--- src/sv/cct_pkg.sv ---
// ----------------------------------------------------------------------------
// cct_pkg - shared types and constants for the coupon collector trial block
// Widths, generator constants and the remainder step used by the mod-N pipe.
// ----------------------------------------------------------------------------
package cct_pkg;

  localparam int SEED_W     = 63;   // trial seed width
  localparam int GEN_W      = 31;   // generator state width
  localparam int DRAW_W     = 32;   // draw_count field width
  localparam int COUNT_BITS = 32;   // internal draw counter width
  localparam int MAX_KINDS  = 64;   // widest collected mask
  localparam int CFG_W      = 7;    // n_kinds register width
  localparam int KIND_W     = $clog2(MAX_KINDS);
  localparam int NK_W       = $clog2(MAX_KINDS + 1);

  // mod-N pipe: value padded to PAD_W bits, CHUNK_W bits per stage
  localparam int CHUNK_W    = 8;
  localparam int PAD_W      = 32;
  localparam int MOD_STAGES = PAD_W / CHUNK_W;

  localparam logic [CFG_W-1:0]      N_KINDS_RST   = CFG_W'(10);
  localparam logic [14:0]           LEHMER_MULT   = 15'd16807;
  localparam logic [GEN_W-1:0]      LEHMER_MOD    = 31'h7FFF_FFFF;
  localparam logic [GEN_W-1:0]      ZERO_SEED_SUB = 31'h7FFF_FFFE;
  localparam logic [COUNT_BITS-1:0] COUNT_MAX     = {COUNT_BITS{1'b1}};

  // One drawn kind leaving the mod-N pipe
  typedef struct packed {
    logic              valid;
    logic [KIND_W-1:0] kind;
  } cct_draw_t;

  // Eight restoring remainder steps: (rem * 2^8 + chunk) mod n, rem < n
  function automatic logic [KIND_W-1:0] rem_chunk(input logic [KIND_W-1:0]  rem,
                                                  input logic [CHUNK_W-1:0] chunk,
                                                  input logic [NK_W-1:0]    n);
    logic [KIND_W:0] r;
    r = {1'b0, rem};
    for (int i = CHUNK_W - 1; i >= 0; i--) begin
      r = {r[KIND_W-1:0], chunk[i]};
      if (r >= (KIND_W + 1)'(n)) begin
        r = r - (KIND_W + 1)'(n);
      end
    end
    return r[KIND_W-1:0];
  endfunction

endpackage

--- src/sv/cct_if.sv ---
// ----------------------------------------------------------------------------
// cct_if - request channels of the coupon collector trial block
// Seed channel in, result channel out; valid/ready handshake.
// ----------------------------------------------------------------------------
interface cct_in_if import cct_pkg::*; ();
  logic              valid;
  logic              ready;
  logic [SEED_W-1:0] trial_seed;

  modport source (output valid, output trial_seed, input ready);
  modport sink   (input valid, input trial_seed, output ready);
endinterface

interface cct_out_if import cct_pkg::*; ();
  logic              valid;
  logic              ready;
  logic [DRAW_W-1:0] draw_count;
  logic              count_saturated;

  modport source (output valid, output draw_count, output count_saturated, input ready);
  modport sink   (input valid, input draw_count, input count_saturated, output ready);
endinterface

--- src/sv/cct_mod_pipe.sv ---
// ----------------------------------------------------------------------------
// cct_mod_pipe - generator value mod N, one value per cycle
// Restoring remainder, one byte of the value per stage; flush drops all.
// ----------------------------------------------------------------------------
module cct_mod_pipe import cct_pkg::*; (
  input  logic             clk,
  input  logic             rst_n,
  input  logic             in_valid,
  input  logic [GEN_W-1:0] in_value,
  input  logic [NK_W-1:0]  n_kinds,
  input  logic             flush,
  output cct_draw_t        draw
);

  logic [MOD_STAGES-1:0]             val_r, val_nxt;
  logic [KIND_W-1:0]                 rem_r [MOD_STAGES];
  logic [KIND_W-1:0]                 rem_nxt [MOD_STAGES];
  logic [PAD_W-1:0]                  rest_r [MOD_STAGES];
  logic [PAD_W-1:0]                  rest_nxt [MOD_STAGES];
  logic [PAD_W-1:0]                  in_pad;

  assign in_pad = PAD_W'(in_value);

  always_comb begin
    val_nxt[0]  = in_valid && !flush;
    rem_nxt[0]  = rem_chunk('0, in_pad[PAD_W-1 -: CHUNK_W], n_kinds);
    rest_nxt[0] = in_pad << CHUNK_W;
    for (int k = 1; k < MOD_STAGES; k++) begin
      val_nxt[k]  = val_r[k-1] && !flush;
      rem_nxt[k]  = rem_chunk(rem_r[k-1], rest_r[k-1][PAD_W-1 -: CHUNK_W], n_kinds);
      rest_nxt[k] = rest_r[k-1] << CHUNK_W;
    end
  end

  always_ff @(posedge clk) begin
    if (!rst_n) begin
      val_r <= '0;
    end else begin
      val_r <= val_nxt;
    end
    for (int k = 0; k < MOD_STAGES; k++) begin
      rem_r[k]  <= rem_nxt[k];
      rest_r[k] <= rest_nxt[k];
    end
  end

  assign draw.valid = val_r[MOD_STAGES-1];
  assign draw.kind  = rem_r[MOD_STAGES-1];

endmodule

--- src/sv/coupon_collector_trial_top.sv ---
// ----------------------------------------------------------------------------
// coupon_collector_trial_top - one coupon collector trial per seed request
// MINSTD Lehmer draws, kind = state mod N, count draws until all N are seen or the count saturates.
// ----------------------------------------------------------------------------
//
//   channel   dir  handshake               payload
//   in_chan   in   valid/ready             trial_seed [62:0]
//   out_chan  out  valid/ready             draw_count [31:0], count_saturated
//   cfg_*     in   cfg_we (no wait)        cfg_wdata [6:0] -> n_kinds
//
// Steps: seed reduction folds the seed's high part onto its low 31 bits through
//   the shared adder, then the Lehmer unit makes one draw per cycle; each draw
//   passes the mod-N pipe and then the mask/counter stage.
// Reset: synchronous, active low; n_kinds returns to 10, the block to idle.
// Stalls: in_chan.ready is high only when idle. A finished result goes to the
//   output register; if that is still full the block waits holding its count.
//
module coupon_collector_trial_top import cct_pkg::*; (
  input  logic               clk,
  input  logic               rst_n,
  cct_in_if.sink             in_chan,
  cct_out_if.source          out_chan,
  input  logic               cfg_we,
  input  logic [CFG_W-1:0]   cfg_wdata
);

  typedef enum logic [3:0] {
    ST_IDLE = 4'b0001,
    ST_FOLD = 4'b0010,
    ST_RUN  = 4'b0100,
    ST_WAIT = 4'b1000
  } state_t;

  state_t                state_r, state_nxt;
  logic [CFG_W-1:0]      n_kinds_r;
  logic [SEED_W-1:0]     acc_r, acc_nxt;        // seed being folded mod 2^31-1
  logic [GEN_W-1:0]      gen_r, gen_nxt;        // generator state
  logic                  gen_v_r, gen_v_nxt;    // gen_r holds a fresh draw
  logic [MAX_KINDS-1:0]  mask_r, mask_nxt;
  logic [COUNT_BITS-1:0] count_r, count_nxt;
  logic                  sat_r, sat_nxt;
  logic                  out_valid_r, out_valid_nxt;
  logic [DRAW_W-1:0]     out_count_r, out_count_nxt;
  logic                  out_sat_r, out_sat_nxt;

  logic [NK_W-1:0]       n_eff;
  logic [MAX_KINDS-1:0]  full_mask;
  logic [45:0]           prod;
  logic [31:0]           fold_a;
  logic [GEN_W-1:0]      fold_b;
  logic [32:0]           fold_sum;
  logic [32:0]           fold_red;
  logic                  in_acc;
  logic                  out_free;
  cct_draw_t             draw;
  logic                  take;
  logic                  finish;
  logic [MAX_KINDS-1:0]  mask_hit;
  logic [COUNT_BITS-1:0] cnt_inc;

  // Effective kind count: zero acts as one, large values clamp to MAX_KINDS
  always_comb begin
    if (n_kinds_r == '0) begin
      n_eff = NK_W'(1);
    end else if (n_kinds_r > CFG_W'(MAX_KINDS)) begin
      n_eff = NK_W'(MAX_KINDS);
    end else begin
      n_eff = NK_W'(n_kinds_r);
    end
    if (n_eff >= NK_W'(MAX_KINDS)) begin
      full_mask = '1;
    end else begin
      full_mask = (MAX_KINDS'(1) << n_eff) - MAX_KINDS'(1);
    end
  end

  // Shared Mersenne fold: hi + lo, then one subtract of 2^31-1.
  // FOLD reduces the seed, RUN reduces 16807 * state.
  assign prod = 46'(gen_r) * 46'(LEHMER_MULT);

  always_comb begin
    if (state_r == ST_FOLD) begin
      fold_a = acc_r[SEED_W-1:GEN_W];
      fold_b = acc_r[GEN_W-1:0];
    end else begin
      fold_a = 32'(prod[45:GEN_W]);
      fold_b = prod[GEN_W-1:0];
    end
    fold_sum = 33'(fold_a) + 33'(fold_b);
    if (fold_sum >= 33'(LEHMER_MOD)) begin
      fold_red = fold_sum - 33'(LEHMER_MOD);
    end else begin
      fold_red = fold_sum;
    end
  end

  cct_mod_pipe u_mod_pipe (
    .clk      (clk),
    .rst_n    (rst_n),
    .in_valid (gen_v_r),
    .in_value (gen_r),
    .n_kinds  (n_eff),
    .flush    (finish),
    .draw     (draw)
  );

  assign in_chan.ready = (state_r == ST_IDLE);
  assign in_acc        = in_chan.valid && in_chan.ready;
  assign out_free      = !out_valid_r || out_chan.ready;

  // Mask/counter stage: one drawn kind per cycle while running
  assign mask_hit = mask_r | (MAX_KINDS'(1) << draw.kind);
  assign cnt_inc  = count_r + COUNT_BITS'(1);
  assign take     = (state_r == ST_RUN) && draw.valid;
  assign finish   = take && ((mask_hit == full_mask) || (cnt_inc == COUNT_MAX));

  always_comb begin
    state_nxt     = state_r;
    acc_nxt       = acc_r;
    gen_nxt       = gen_r;
    gen_v_nxt     = 1'b0;
    mask_nxt      = mask_r;
    count_nxt     = count_r;
    sat_nxt       = sat_r;
    out_valid_nxt = out_valid_r && !out_chan.ready;
    out_count_nxt = out_count_r;
    out_sat_nxt   = out_sat_r;

    case (state_r)
      ST_IDLE: begin
        if (in_acc) begin
          acc_nxt   = in_chan.trial_seed;
          state_nxt = ST_FOLD;
        end
      end
      ST_FOLD: begin
        if (acc_r[SEED_W-1:GEN_W] == '0) begin
          // residue zero (seed bits zero or exactly 2^31-1) takes the substitute
          if (acc_r[GEN_W-1:0] == '0 || acc_r[GEN_W-1:0] == LEHMER_MOD) begin
            gen_nxt = ZERO_SEED_SUB;
          end else begin
            gen_nxt = acc_r[GEN_W-1:0];
          end
          mask_nxt  = '0;
          count_nxt = '0;
          state_nxt = ST_RUN;
        end else begin
          acc_nxt = SEED_W'(fold_sum);
        end
      end
      ST_RUN: begin
        gen_nxt   = fold_red[GEN_W-1:0];
        gen_v_nxt = !finish;
        if (take) begin
          mask_nxt  = mask_hit;
          count_nxt = cnt_inc;
        end
        if (finish) begin
          // last missing kind on the final count still counts as complete
          sat_nxt = (mask_hit != full_mask);
          if (out_free) begin
            out_valid_nxt = 1'b1;
            out_count_nxt = DRAW_W'(cnt_inc);
            out_sat_nxt   = (mask_hit != full_mask);
            state_nxt     = ST_IDLE;
          end else begin
            state_nxt = ST_WAIT;
          end
        end
      end
      ST_WAIT: begin
        if (out_free) begin
          out_valid_nxt = 1'b1;
          out_count_nxt = DRAW_W'(count_r);
          out_sat_nxt   = sat_r;
          state_nxt     = ST_IDLE;
        end
      end
      default: begin
        state_nxt = ST_IDLE;
      end
    endcase
  end

  always_ff @(posedge clk) begin
    if (!rst_n) begin
      state_r     <= ST_IDLE;
      gen_v_r     <= 1'b0;
      out_valid_r <= 1'b0;
      n_kinds_r   <= N_KINDS_RST;
    end else begin
      state_r     <= state_nxt;
      gen_v_r     <= gen_v_nxt;
      out_valid_r <= out_valid_nxt;
      if (cfg_we) begin
        n_kinds_r <= cfg_wdata;
      end
    end
    acc_r       <= acc_nxt;
    gen_r       <= gen_nxt;
    mask_r      <= mask_nxt;
    count_r     <= count_nxt;
    sat_r       <= sat_nxt;
    out_count_r <= out_count_nxt;
    out_sat_r   <= out_sat_nxt;
  end

  assign out_chan.valid           = out_valid_r;
  assign out_chan.draw_count      = out_count_r;
  assign out_chan.count_saturated = out_sat_r;

`ifndef SYNTH
  // generator never sits at zero or at the modulus while drawing
  a_gen_range: assert property (@(posedge clk) disable iff (!rst_n)
    (state_r == ST_RUN) |-> (gen_r != '0 && gen_r != LEHMER_MOD))
    else $error("generator state out of range");

  // collected mask stays inside the active kinds
  a_mask_in_range: assert property (@(posedge clk) disable iff (!rst_n)
    (state_r == ST_RUN) |-> ((mask_r & ~full_mask) == '0))
    else $error("collected mask has a kind beyond N");

  // an accepted seed always goes to reduction
  a_accept_fold: assert property (@(posedge clk) disable iff (!rst_n)
    in_acc |=> (state_r == ST_FOLD))
    else $error("accepted seed did not start reduction");

  // a trial waiting on the output keeps its count
  a_wait_hold: assert property (@(posedge clk) disable iff (!rst_n)
    (state_r == ST_WAIT) |=> $stable(count_r))
    else $error("draw count changed while waiting for output");

  // no draw enters the pipe on the cycle after a trial ends
  a_finish_stop: assert property (@(posedge clk) disable iff (!rst_n)
    finish |=> (!gen_v_r && !draw.valid))
    else $error("draws still flowing after trial end");
`endif

endmodule
--- src/flat_wrapper.sv ---
// flat-port wrapper written by rule: the top's interface ports become plain ports
module coupon_collector_trial_top_flat import cct_pkg::*;
  (clk, rst_n, cfg_we, cfg_wdata, in_chan_valid, in_chan_trial_seed, in_chan_ready, out_chan_valid, out_chan_draw_count, out_chan_count_saturated, out_chan_ready);
  cct_in_if in_chan_i ();
  cct_out_if out_chan_i ();
  input  logic clk;
  input  logic rst_n;
  input  logic cfg_we;
  input  logic [CFG_W-1:0] cfg_wdata;
  input wire logic [$bits(in_chan_i.valid)-1:0] in_chan_valid;
  input wire logic [$bits(in_chan_i.trial_seed)-1:0] in_chan_trial_seed;
  output wire logic [$bits(in_chan_i.ready)-1:0] in_chan_ready;
  output wire logic [$bits(out_chan_i.valid)-1:0] out_chan_valid;
  output wire logic [$bits(out_chan_i.draw_count)-1:0] out_chan_draw_count;
  output wire logic [$bits(out_chan_i.count_saturated)-1:0] out_chan_count_saturated;
  input wire logic [$bits(out_chan_i.ready)-1:0] out_chan_ready;
  assign in_chan_i.valid = in_chan_valid;
  assign in_chan_i.trial_seed = in_chan_trial_seed;
  assign in_chan_ready = in_chan_i.ready;
  assign out_chan_valid = out_chan_i.valid;
  assign out_chan_draw_count = out_chan_i.draw_count;
  assign out_chan_count_saturated = out_chan_i.count_saturated;
  assign out_chan_i.ready = out_chan_ready;
  coupon_collector_trial_top u_core (.clk(clk), .rst_n(rst_n), .in_chan(in_chan_i), .out_chan(out_chan_i), .cfg_we(cfg_we), .cfg_wdata(cfg_wdata));
endmodule
--- config.mk ---
export PLATFORM = sky130hd
export DESIGN_NAME = coupon_collector_trial_top_flat
export DESIGN_NICKNAME = d
export VERILOG_FILES = /design/src/sv/cct_pkg.sv /design/src/sv/cct_if.sv /design/src/sv/cct_mod_pipe.sv /design/src/sv/coupon_collector_trial_top.sv /design/src/flat_wrapper.sv
export SDC_FILE = /design/constraint.sdc
export NUM_CORES = 2
export LEC_CHECK = 0
export BUFFER_PORTS_ARGS = -buffer_cell sky130_fd_sc_hd__buf_4
export CAP_MARGIN = 20
export CORE_MARGIN = 2
export CORE_UTILIZATION = 60
export DETAILED_ROUTE_END_ITERATION = 10
export PLACE_DENSITY = 0.89
export SLEW_MARGIN = 10
export SYNTH_ARGS = -nofsm -noshare
export SYNTH_HDL_FRONTEND = slang
export SYNTH_SLANG_ARGS = --single-unit
--- constraint.sdc ---
create_clock -name clk -period 26.6 [get_ports clk]
set_input_delay 2.66 -clock clk [delete_from_list [all_inputs] [get_ports clk]]
set_output_delay 2.66 -clock clk [all_outputs]
set_load 0.03 [all_outputs]
==> results.py <==
metrics = {
    "clocking": {
        "post_cts_buffers": 0,
        "numCtsBuffers": 38,
        "numClockSinks": 313,
        "cts_hold_buffers": 0,
        "clk_pin_slew_ns": 0.06,
        "cts_tree": "built",
        "clkLatencyLatePin_ns": 0.60,
        "cts_buffer_depth": 3,
        "htreeDepth": 2,
        "cts_resized": 0,
        "root_buffer": "clkbuf_16",
    },
    "yosys": {
        "ys_seq_elements": 313,
        "syn-cell-area_mm2": 0.0354,
        "syn_nets": 4667,
        "syn_area_per_cell_um2": 8.89,
        "ys_types": 99,
        "netlist.area_leader.share_pct": 19.0,
        "dominantRegCellSynth": "edfxtp_1",
        "syn_inst": 3982,
        "ys_warn_count": 0,
        "synthArstFlopShare_pct": 0,
        "ys_top_cells_by_area": "edfxtp_1, ha_1, fa_1",
        "ys_seq_area_share_pct": 24.0,
        "synth-edff-count": 224,
        "yosysTopAreaCell": "edfxtp_1",
    },
    "sta": {
        "fin_tns_setup_ns": 0,
        "max_freq_mhz": 53.2,
        "timing.hold.ws_ns": 0.326,
        "finalCritPeriodShare_pct": 70.7,
        "worst_pin_slew_ns": 1.26,
        "max-slew-margin-rel_pct": 16.1,
        "rsz0062_at_grt": "false",
        "setup_viol": 0,
        "slew_viol_final": 0,
        "final-hold-violation-count": 0,
        "finalClockSkew_ns": 0.0346,
        "period_needed_ns": 18.81,
    },
    "placement": {
        "dpl.cell_count": 4756,
        "dpl-instance-area_mm2": 0.0370,
        "io_buffers": 109,
        "dp_hpwl_um": 78500,
        "routabilityCongestion": 1.06,
    },
    "drt": {
        "num_vias": 31092,
        "drtIter0Drc": 3618,
        "routed_wl_um": 105000,
        "drt_first_pass_iters": 8,
        "vias_per_cell": 6.45,
        "drc": 0,
        "drtAntennaViolNets": 0,
        "routedWlPerCell_um": 21.7,
    },
    "status": {
        "outcome": "complete, no violations",
    },
    "setup_path": {
        "cp-end-kind": "flip-flop",
        "critPathTopFamily": "compound AO/OA/AOI/OAI gates",
        "required_ns": 27.12,
        "path_common_cell": "a21o_1",
        "cpMaxStageDelayCell": "dfxtp_2",
        "ff2ff_setup_slack_ns": 7.79,
        "path_max_fanout": 54,
        "path_buf_inv": 7,
        "cpPeakStageDelay_ns": 0.68,
        "critPathKind": "reg2reg",
        "arrival_ns": 19.33,
        "crit_path_start_kind": "flip-flop",
    },
    "die": {
        "rows": 89,
        "die_x_um": 247,
        "coreArea_mm2": 0.0587,
        "ios": 110,
        "initial_core_util_pct": 60.3,
        "die-area_mm2": 0.0610,
        "die_height_um": 247,
    },
    "cells_and_area": {
        "area_delta_synth_final_pct": 8.07,
        "final_nets": 4709,
        "diodes": 0,
        "layout_commonest_cell": "ha_1",
        "stdcell_count": 4823,
        "mostFrequentLayoutCells": "ha_1, nor2_1, inv_1",
        "final_cell_area_mm2": 0.0383,
        "drive_gt1_share_pct": 9.31,
    },
    "global_route": {
        "grt_pass1_wl_um": 165000,
        "grtUsageTotal_pct": 34.2,
        "antenna_found_initial": 1,
        "grt_pass1_vias": 30834,
        "grt_start_max_net_pins": 86,
        "overflow": 0,
    },
    "flow_run": {
        "cap_violations": 0,
    },
    "min_path": {
        "hold_path_class": "reg2reg",
    },
}
## per-layer routing
layer  vias up  GRT usage, %  part of all wire, %
met2      1664          55.0                   45
met5         -             0                0.011
met1     14730          44.6                   40
li1      14305             -                    -
met3       391          6.31                  9.2
met4         2          16.3                  5.4
## flip-flops by register name, summed over array words and instances (netlist names), 4 cells and up
| signal | cells |
|---|---|
| u_core.acc_r | 63 |
| u_core.count_r | 32 |
| u_core.gen_r | 31 |
| u_core.mask_r | 64 |
| u_core.n_kinds_r | 7 |
| u_core.out_chan.draw_count | 32 |
| u_core.state_r | 4 |
| u_core.u_mod_pipe.rem_r | 24 |
| u_core.u_mod_pipe.rest_r | 48 |
| u_core.u_mod_pipe.val_r | 4 |
## worst paths after layout
path                                                 startpoint                              end  cells after the start
worst max-delay path                        u_core.n_kinds_r[6]    u_core.u_mod_pipe.rem_r[1][4]                     81
worst min-delay path            u_core.u_mod_pipe.rest_r[0][11]  u_core.u_mod_pipe.rest_r[1][19]                      0
worst max register to register              u_core.n_kinds_r[6]    u_core.u_mod_pipe.rem_r[1][4]                     81
worst min register to register  u_core.u_mod_pipe.rest_r[0][11]  u_core.u_mod_pipe.rest_r[1][19]                      0
## final cells by class
type | count | area, um2
multi-input cells | 3209 | 25200
fillers | 4491 | 20400
flip-flops and latches | 313 | 8510
repair buffers | 156 | 1180
inverters | 306 | 1150
clock buffers | 43 | 980
well taps | 773 | 967
clock inverters | 23 | 259
## synthesized netlist by cell type (70+ instances only)
master and n:
fa_1 165, nand3_1 87, and2_1 70, edfxtp_1 224
xnor2_1 198, o21ai_0 183, clkbuf_1 130, ha_1 445
a21o_1 150, nand2_1 278, xor2_1 113, a21oi_1 281
mux2_2 101, dfxtp_1 89, nor2_1 363, inv_1 303
nand4_1 70
## through the flow
step | utilization [%] | worst slack, ns
after floorplan | - | 7.84
after global placement | 63.1 | 8.61
after detailed placement | 63.1 | 8.15
after CTS | 65.2 | 8.04
after global routing | 65.2 | 6.33
final | 65.2 | 7.79
## cell families (layout without fill, tap and decap cells)
family / count (synthesis) / count (layout) / synth area share, %
other: 1 / 1 / 0.0106
xor gates and xnor gates: 311 / 311 / 7.69
adders and majority gates: 610 / 610 / 25.1
AOI/OAI and AO/OA: 927 / 927 / 17.0
muxes: 140 / 140 / 4.32
and+or+nand+nor: 1220 / 1220 / 17.0
buffers and inverters: 460 / 528 / 4.98
DFF: 313 / 313 / 24.0
Power is not shown: default switching activity piles up to over one toggle a cycle in this logic, so the estimate is an artifact.
